**config.mk**
```make
export PLATFORM = sky130hd
export DESIGN_NAME = gamepad_report_deframer
export DESIGN_NICKNAME = d
export VERILOG_FILES = /design/src/hw/rtl/gprd_pkg.sv /design/src/hw/rtl/gprd_record_store.sv /design/src/hw/rtl/gamepad_report_deframer.sv
export VERILOG_INCLUDE_DIRS = /design/src /design/src/hw/rtl
export SDC_FILE = /design/constraint.sdc
export NUM_CORES = 1
export LEC_CHECK = 0
export BUFFER_PORTS_ARGS = -buffer_cell sky130_fd_sc_hd__clkbuf_2
export CAP_MARGIN = 20
export CORE_MARGIN = 2
export CORE_UTILIZATION = 35
export CTS_BUF_LIST = sky130_fd_sc_hd__clkbuf_16
export DETAILED_ROUTE_END_ITERATION = 12
export SETUP_SLACK_MARGIN = 0.1
export SYNTH_ARGS = -nofsm -noshare
export SYNTH_HDL_FRONTEND = slang
export SYNTH_SLANG_ARGS = --single-unit
```
**constraint.sdc**
```tcl
create_clock -name clk -period 10.74 [get_ports clk]
set_clock_uncertainty 0.15 [all_clocks]
set_input_delay 2.148 -clock clk [delete_from_list [all_inputs] [get_ports clk]]
set_output_delay 2.148 -clock clk [all_outputs]
set_load 0.1 [all_outputs]
```
**src/hw/rtl/assert_macros.svh**
```systemverilog
// Assertion macros included by the deframer top level.
`ifndef ASSERT_MACROS_SVH
`define ASSERT_MACROS_SVH

// Property must hold at every clock edge outside reset.
`define GPRD_ASSERT(name, clk, rst_n, prop, msg) \
    name: assert property (@(posedge clk) disable iff (!rst_n) (prop)) else $error(msg);

// Property must never hold at a clock edge outside reset.
`define GPRD_NEVER(name, clk, rst_n, prop, msg) \
    name: assert property (@(posedge clk) disable iff (!rst_n) !(prop)) else $error(msg);

`endif

```
**src/hw/rtl/gprd_pkg.sv**
```systemverilog
// Package with constants, types and the port record decoder of the report deframer.
`timescale 1ns / 1ps

package gprd_pkg;

    localparam int NUM_PORTS  = 4;
    localparam int RECORD_LEN = 9;
    localparam int REPORT_LEN = 1 + RECORD_LEN * NUM_PORTS;
    localparam int OFF_W      = $clog2(RECORD_LEN);
    localparam int PORT_W     = 2;
    localparam int COUNT_W    = 6;

    localparam logic [7:0]         HEADER_BYTE    = 8'h21;
    localparam logic [7:0]         STICK_CENTER   = 8'd128;
    localparam logic [7:0]         TICKS_MAX      = 8'hff;
    localparam logic [7:0]         INTERVAL_RESET = 8'd8;
    localparam logic [COUNT_W-1:0] COUNT_MAX      = '1;

    localparam logic REQ_BYTE = 1'b0;
    localparam logic REQ_TICK = 1'b1;

    typedef logic [RECORD_LEN-1:0][7:0] record_t;

    typedef struct packed {
        logic        connected;
        logic [12:0] buttons;
        logic [7:0]  main_x;
        logic [7:0]  main_y;
        logic [7:0]  c_x;
        logic [7:0]  c_y;
        logic [7:0]  trig_left;
        logic [7:0]  trig_right;
    } port_state_t;

    // One report byte handed from the input stage to the record store.
    typedef struct packed {
        logic       valid;
        logic [7:0] data;
        logic       last;
        logic       ok;
    } byte_beat_t;

    function automatic port_state_t decode_port(record_t r);
        port_state_t s;
        s = '0;
        if (r[0][7:4] == 4'd0)
        begin
            s.main_x = STICK_CENTER;
            s.main_y = STICK_CENTER;
            s.c_x    = STICK_CENTER;
            s.c_y    = STICK_CENTER;
        end
        else
        begin
            s.connected  = 1'b1;
            s.buttons    = {r[2][0], r[1][3:0], 1'b0, r[2][3:1], r[1][7:4]};
            s.main_x     = r[3];
            s.main_y     = r[4];
            s.c_x        = r[5];
            s.c_y        = r[6];
            s.trig_left  = r[7];
            s.trig_right = r[8];
        end
        return s;
    endfunction

endpackage

```
**src/hw/rtl/gprd_record_store.sv**
```systemverilog
// Byte counter, header check and per-port record registers with snapshot decode.
`timescale 1ns / 1ps

module gprd_record_store
    import gprd_pkg::*;
(
    input  logic        clk,
    input  logic        rst_n,
    input  byte_beat_t  beat,
    output logic        report_good,
    output port_state_t snap [NUM_PORTS]
);

    localparam logic [COUNT_W-1:0] LAST_POS = COUNT_W'(REPORT_LEN - 1);
    localparam logic [OFF_W-1:0]   OFF_LAST = OFF_W'(RECORD_LEN - 1);

    logic [COUNT_W-1:0] byte_count_reg, byte_count_next;
    logic               header_good_reg, header_good_next;
    logic [PORT_W-1:0]  port_sel_reg, port_sel_next;
    logic [OFF_W-1:0]   off_sel_reg, off_sel_next;
    record_t            rec_reg [NUM_PORTS];
    record_t            rec_view [NUM_PORTS];
    logic               wr_en;

    // Positions 1 through REPORT_LEN-1 carry record bytes; the header is not stored.
    assign wr_en = beat.valid && (byte_count_reg != '0) && (byte_count_reg <= LAST_POS);

    always_comb
    begin
        byte_count_next  = byte_count_reg;
        header_good_next = header_good_reg;
        port_sel_next    = port_sel_reg;
        off_sel_next     = off_sel_reg;
        if (beat.valid)
        begin
            if (byte_count_reg == '0)
            begin
                header_good_next = (beat.data == HEADER_BYTE);
            end
            if (wr_en)
            begin
                if (off_sel_reg == OFF_LAST)
                begin
                    off_sel_next  = '0;
                    port_sel_next = port_sel_reg + PORT_W'(1);
                end
                else
                begin
                    off_sel_next = off_sel_reg + OFF_W'(1);
                end
            end
            if (beat.last)
            begin
                byte_count_next = '0;
                port_sel_next   = '0;
                off_sel_next    = '0;
            end
            else if (byte_count_reg != COUNT_MAX)
            begin
                byte_count_next = byte_count_reg + COUNT_W'(1);
            end
        end
    end

    always_ff @(posedge clk or negedge rst_n)
    begin
        if (!rst_n)
        begin
            byte_count_reg  <= '0;
            header_good_reg <= 1'b0;
            port_sel_reg    <= '0;
            off_sel_reg     <= '0;
        end
        else
        begin
            byte_count_reg  <= byte_count_next;
            header_good_reg <= header_good_next;
            port_sel_reg    <= port_sel_next;
            off_sel_reg     <= off_sel_next;
        end
    end

    always_ff @(posedge clk)
    begin
        if (wr_en)
        begin
            rec_reg[port_sel_reg][off_sel_reg] <= beat.data;
        end
    end

    // The final byte is still in flight when the report closes, so it is forwarded.
    always_comb
    begin
        for (int p = 0; p < NUM_PORTS; p++)
        begin
            rec_view[p] = rec_reg[p];
            if (wr_en && (port_sel_reg == PORT_W'(p)))
            begin
                rec_view[p][off_sel_reg] = beat.data;
            end
            snap[p] = decode_port(rec_view[p]);
        end
    end

    assign report_good = beat.valid && beat.last && beat.ok &&
                         (byte_count_reg == LAST_POS) && header_good_reg;

endmodule

```
**src/hw/rtl/gamepad_report_deframer.sv**
```systemverilog
// Top level of the gamepad report deframer: input stage, emit decision and result output.
//
//   channel   signals                                   direction
//   input     in_valid/in_ready, req_type..transfer_ok  in
//   config    cfg_we, cfg_wdata (emit interval)         in
//   output    out_valid/out_ready, seq..last_port       out
//
// Each input beat passes through one input register and is finished in the next cycle
// unless it waits there, so one beat is taken per cycle while none waits. A snapshot
// leaves as four beats, one per cycle while out_ready is high, from the snapshot register
// through the output register. Only a closing report byte waits, while a prior snapshot
// is still being sent. Reset is asynchronous and active low; record bytes are not reset.
`timescale 1ns / 1ps
`include "assert_macros.svh"

module gamepad_report_deframer
    import gprd_pkg::*;
(
    input  logic        clk,
    input  logic        rst_n,
    input  logic        in_valid,
    output logic        in_ready,
    input  logic        req_type,
    input  logic [7:0]  report_byte,
    input  logic        byte_last,
    input  logic        transfer_ok,
    input  logic        cfg_we,
    input  logic [7:0]  cfg_wdata,
    output logic        out_valid,
    input  logic        out_ready,
    output logic [31:0] seq,
    output logic [1:0]  port_index,
    output logic        connected,
    output logic [12:0] buttons,
    output logic [7:0]  main_x,
    output logic [7:0]  main_y,
    output logic [7:0]  c_x,
    output logic [7:0]  c_y,
    output logic [7:0]  trig_left,
    output logic [7:0]  trig_right,
    output logic        last_port
);

    localparam logic [PORT_W-1:0] PORT_LAST = PORT_W'(NUM_PORTS - 1);

    // Input register
    logic        in_vld_reg;
    logic        req_type_reg;
    logic [7:0]  byte_reg;
    logic        last_reg;
    logic        ok_reg;
    logic        go;
    logic        in_take;

    // Emit state
    logic [7:0]        interval_reg;
    logic [7:0]        ticks_reg, ticks_next;
    logic [31:0]       seq_counter_reg;
    logic [31:0]       emit_seq_reg;
    port_state_t       snap_reg [NUM_PORTS];
    logic              emit_act_reg;
    logic [PORT_W-1:0] emit_idx_reg;
    logic              emit_fire;
    logic              changed;
    logic              report_good;
    port_state_t       snap [NUM_PORTS];
    byte_beat_t        beat;
    logic              out_load;

    // Output register
    logic        out_vld_reg;
    logic [31:0] seq_reg;
    logic [1:0]  port_index_reg;
    port_state_t out_state_reg;
    logic        last_port_reg;

    assign go       = in_vld_reg && !(req_type_reg == REQ_BYTE && last_reg && emit_act_reg);
    assign in_ready = !in_vld_reg || go;
    assign in_take  = in_valid && in_ready;

    always_ff @(posedge clk or negedge rst_n)
    begin
        if (!rst_n)
        begin
            in_vld_reg <= 1'b0;
        end
        else if (in_ready)
        begin
            in_vld_reg <= in_valid;
        end
    end

    always_ff @(posedge clk)
    begin
        if (in_take)
        begin
            req_type_reg <= req_type;
            byte_reg     <= report_byte;
            last_reg     <= byte_last;
            ok_reg       <= transfer_ok;
        end
    end

    assign beat.valid = go && (req_type_reg == REQ_BYTE);
    assign beat.data  = byte_reg;
    assign beat.last  = last_reg;
    assign beat.ok    = ok_reg;

    gprd_record_store u_store (
        .clk         (clk),
        .rst_n       (rst_n),
        .beat        (beat),
        .report_good (report_good),
        .snap        (snap)
    );

    always_comb
    begin
        changed = 1'b0;
        for (int p = 0; p < NUM_PORTS; p++)
        begin
            if (snap[p] != snap_reg[p])
            begin
                changed = 1'b1;
            end
        end
    end

    assign emit_fire = report_good && (changed || (ticks_reg >= interval_reg));

    always_comb
    begin
        ticks_next = ticks_reg;
        if (emit_fire)
        begin
            ticks_next = '0;
        end
        else if (go && (req_type_reg == REQ_TICK) && (ticks_reg != TICKS_MAX))
        begin
            ticks_next = ticks_reg + 8'd1;
        end
    end

    assign out_load = emit_act_reg && (!out_vld_reg || out_ready);

    always_ff @(posedge clk or negedge rst_n)
    begin
        if (!rst_n)
        begin
            interval_reg    <= INTERVAL_RESET;
            ticks_reg       <= TICKS_MAX;
            seq_counter_reg <= '0;
            emit_seq_reg    <= '0;
            emit_act_reg    <= 1'b0;
            emit_idx_reg    <= '0;
            out_vld_reg     <= 1'b0;
            for (int p = 0; p < NUM_PORTS; p++)
            begin
                snap_reg[p] <= '0;
            end
        end
        else
        begin
            if (cfg_we)
            begin
                interval_reg <= cfg_wdata;
            end
            ticks_reg <= ticks_next;
            if (emit_fire)
            begin
                for (int p = 0; p < NUM_PORTS; p++)
                begin
                    snap_reg[p] <= snap[p];
                end
                emit_seq_reg    <= seq_counter_reg;
                seq_counter_reg <= seq_counter_reg + 32'd1;
                emit_act_reg    <= 1'b1;
                emit_idx_reg    <= '0;
            end
            else if (out_load)
            begin
                emit_idx_reg <= emit_idx_reg + PORT_W'(1);
                if (emit_idx_reg == PORT_LAST)
                begin
                    emit_act_reg <= 1'b0;
                end
            end
            if (out_load)
            begin
                out_vld_reg <= 1'b1;
            end
            else if (out_ready)
            begin
                out_vld_reg <= 1'b0;
            end
        end
    end

    always_ff @(posedge clk)
    begin
        if (out_load)
        begin
            seq_reg        <= emit_seq_reg;
            port_index_reg <= emit_idx_reg;
            out_state_reg  <= snap_reg[emit_idx_reg];
            last_port_reg  <= (emit_idx_reg == PORT_LAST);
        end
    end

    assign out_valid  = out_vld_reg;
    assign seq        = seq_reg;
    assign port_index = port_index_reg;
    assign connected  = out_state_reg.connected;
    assign buttons    = out_state_reg.buttons;
    assign main_x     = out_state_reg.main_x;
    assign main_y     = out_state_reg.main_y;
    assign c_x        = out_state_reg.c_x;
    assign c_y        = out_state_reg.c_y;
    assign trig_left  = out_state_reg.trig_left;
    assign trig_right = out_state_reg.trig_right;
    assign last_port  = last_port_reg;

    `GPRD_NEVER(a_no_emit_while_sending, clk, rst_n, emit_fire && emit_act_reg, "snapshot decided while previous one still sending")
    `GPRD_ASSERT(a_seq_advances, clk, rst_n, emit_act_reg |-> (seq_counter_reg == emit_seq_reg + 32'd1), "sequence counter out of step with snapshot in flight")
    `GPRD_ASSERT(a_stall_only_when_sending, clk, rst_n, !in_ready |-> emit_act_reg, "input stalled with no snapshot in flight")

endmodule
```
==> results.yml <==
run_status:
  run_status: "finished, final reports clean"
clocking:
  cts_buffers: 81
  cts-root-buf: "clkbuf_16"
  clk_path_buf_depth: 3
  htreeDepth: 3
  hold_buffers: 0
  cts_setup_buffers: 0
  worstSkewPairLatency_ns: 0.69
  clock-sinks: 705
  cts_resized: 0
  cts_tree: "done"
  clk_pin_slew_worst_paths_ns: 0.06
power_and_ir_drop:
  leakagePower_nw: 16.2
  pwr_density_cell_mw_per_mm2: 150
  fin_total_pwr_mw: 6.15
  vdd_ir_drop_max_uv: 131
detailed_routing:
  viasPerCell: 6.74
  wl_per_cell_um: 41.1
  dr_total_vias: 30494
  route.detailed.drc: 0
  dr.pass1.iters: 6
  dr.first_iter.drc_count: 5161
  detail-route-antenna-nets: 0
  routed_wl_mm: 186
sta:
  layout_min_cycle_time_ns: 7.64
  slew-limit-headroom: 0.111
  rsz0062_at_grt: "no"
  tns_ns: 0
  final.setup.worst_slack_ns: 3.10
  fmax_mhz: 131
  drv_slew: 0
  finalHoldViolations: 0
  min_period_over_period: 0.711
  setup_viol: 0
  worst_slew_pin_slew_ns: 1.32
  hold_ws_ns: 0.293
die:
  rows: 117
  initial_core_util: 0.352
  coreArea_mm2: 0.101
  dieHeight_um: 323
  dieArea_mm2: 0.105
  die_width_um: 323
  num_io_pins: 123
yosys:
  ys_seq_elements: 705
  synth_async_sr_flop_share: 0.485
  synthesis.nets: 3035
  yosys_warnings: 0
  synth_edf_count: 363
  synth_top_flop_cell: "edfxtp_1"
  netlist_instances: 2990
  syn_avg_cell_area_um2: 11.9
  syn_area_mm2: 0.0357
  synth_seq_area_share: 0.545
  synth_cell_types: 91
final_layout:
  fin_nets: 3123
  drive_above_1_share: 0.170
  final_core_util: 0.404
  layout_commonest_cell: "edfxtp_1"
  final_cell_mix: "edfxtp_1, dfrtp_1, o21ai_0"
  area_growth_pct: 14.8
  largest_reg_flops: 256
placement:
  hpwl_mm: 136
  port_buffers: 121
  dp_slack_ns: 3.24
  place_congestion: 1.09
critical_path:
  arrival_ns: 8.04
  critPathLaunchType: "flop"
  required_ns: 11.14
  crit_path_end_kind: "flop"
  critPathKind: "flop to flop"
  critPathMaxFanout: 43
global_route:
  globalRouteTotalUtil: 0.354
  grt_pass1_wl_mm: 251
  grt_pass1_vias: 28339
  antenna_found_initial: 17
  overflow: 0
  grt_max_degree: 167
job:
  cap_viol_max_count: 0
min_path:
  hold_path.class: "flop to flop"
[where the power goes]
| part | internal (mW) | switching [mW] | total (mW) |
|---|---|---|---|
| Sequential | 2.88 | 0.0315 | 2.91 |
| Clock | 1.64 | 1.23 | 2.87 |
| Combinational | 0.0863 | 0.289 | 0.375 |
[worst max-delay path: stages, from the launching register on]
cell and delay (ns):
dfrtp_1 0.40, inv_1 0.09, ha_1 0.17, or3b_1 0.40
nor3_2 0.83, or4_1 0.57, a21o_2 0.70, buf_4 0.74
buf_4 0.34, o311ai_0 0.14, or4_1 0.59, nor4_1 0.29
nand4_1 0.24, nor4_4 0.60, nor2_4 0.31, buf_4 0.43
mux2_1 0.40
[through the flow]
stage               std cells  instance area [µm²]
floorplan                2990                35700
global route             4516                41000
global placement         4355                38200
finish                   4524                41000
CTS                      4510                40900
detailed placement       4360                38200
[layer usage]
| metal | up-vias | wire length (µm) | track usage |
|---|---|---|---|
| met3 | 585 | 22200 | 0.111 |
| met4 | 10 | 15900 | 0.239 |
| met5 | - | 67 | 0 |
| li1 | 12098 | - | - |
| met2 | 2308 | 76300 | 0.502 |
| met1 | 15493 | 71700 | 0.461 |
[layout make-up]
| cell class | instances | area, µm² |
|---|---|---|
| clock buffers | 85 | 2130 |
| well taps | 1368 | 1710 |
| repair buffers | 254 | 1720 |
| clock inverters | 65 | 586 |
| flip-flops and latches | 705 | 19500 |
| multi-input cells | 1957 | 15000 |
| inverters | 79 | 299 |
| fillers | 9617 | 60500 |
| diodes | 11 | 27.5 |
[cells in the mapped netlist, types with 10 or more instances]
library cell / n / share of area
a2111oi_0: 17 / 0.0042
a211oi_1: 15 / 0.0032
a21oi_1: 57 / 0.0080
a221oi_1: 12 / 0.0029
a22o_1: 21 / 0.0052
a22oi_1: 31 / 0.0065
a31oi_1: 16 / 0.0028
and2_1: 17 / 0.0030
and3_1: 21 / 0.0037
and4_1: 12 / 0.0029
buf_1: 13 / 0.0014
buf_2: 50 / 0.0070
clkbuf_1: 175 / 0.018
dfrtp_1: 333 / 0.23
edfxtp_1: 363 / 0.31
ha_1: 21 / 0.0074
inv_1: 79 / 0.0083
mux2_1: 68 / 0.021
mux2_2: 36 / 0.011
mux2i_1: 192 / 0.054
mux4_2: 61 / 0.038
nand2_1: 128 / 0.013
nand2b_1: 16 / 0.0028
nand3_1: 74 / 0.010
nand4_1: 56 / 0.0098
nor2_1: 93 / 0.0098
nor3_1: 97 / 0.014
nor4_1: 75 / 0.013
nor4b_1: 15 / 0.0037
o2111ai_1: 11 / 0.0027
o211ai_1: 14 / 0.0029
o21ai_0: 263 / 0.037
o22a_1: 10 / 0.0025
o22ai_1: 26 / 0.0046
o31ai_1: 27 / 0.0057
o41ai_1: 171 / 0.042
or3_1: 21 / 0.0037
or4_1: 24 / 0.0050
xnor2_1: 30 / 0.0074
xor2_1: 42 / 0.010
[cell families (layout without fill, tap and decap cells)]
| family | count (synthesis) | after routing | synth area share |
|---|---|---|---|
| flops | 705 | 705 | 0.545 |
| fa+ha+maj | 21 | 21 | 0.00736 |
| other cells | 1 | 12 | 0.000105 |
| compound gates | 809 | 809 | 0.160 |
| xor+xnor | 72 | 72 | 0.0177 |
| buf+inv | 328 | 483 | 0.0381 |
| mux | 358 | 358 | 0.126 |
| simple gates | 696 | 696 | 0.106 |
[path summary, 6_finish.rpt]
kind	from	to	slack, ns	cells after the start
min in group asynchronous	rst_n	snap_reg[114]	1.32	1
min	emit_seq_reg[15]	seq[15]	0.29	0
max	u_store.byte_count_reg[0]	snap_reg[224]	3.10	16
min reg2reg	emit_seq_reg[15]	seq[15]	0.29	0
max in group asynchronous	rst_n	snap_reg[172]	7.10	3
max reg2reg	u_store.byte_count_reg[0]	snap_reg[224]	3.10	16
Power figures use the tool's default switching activity.
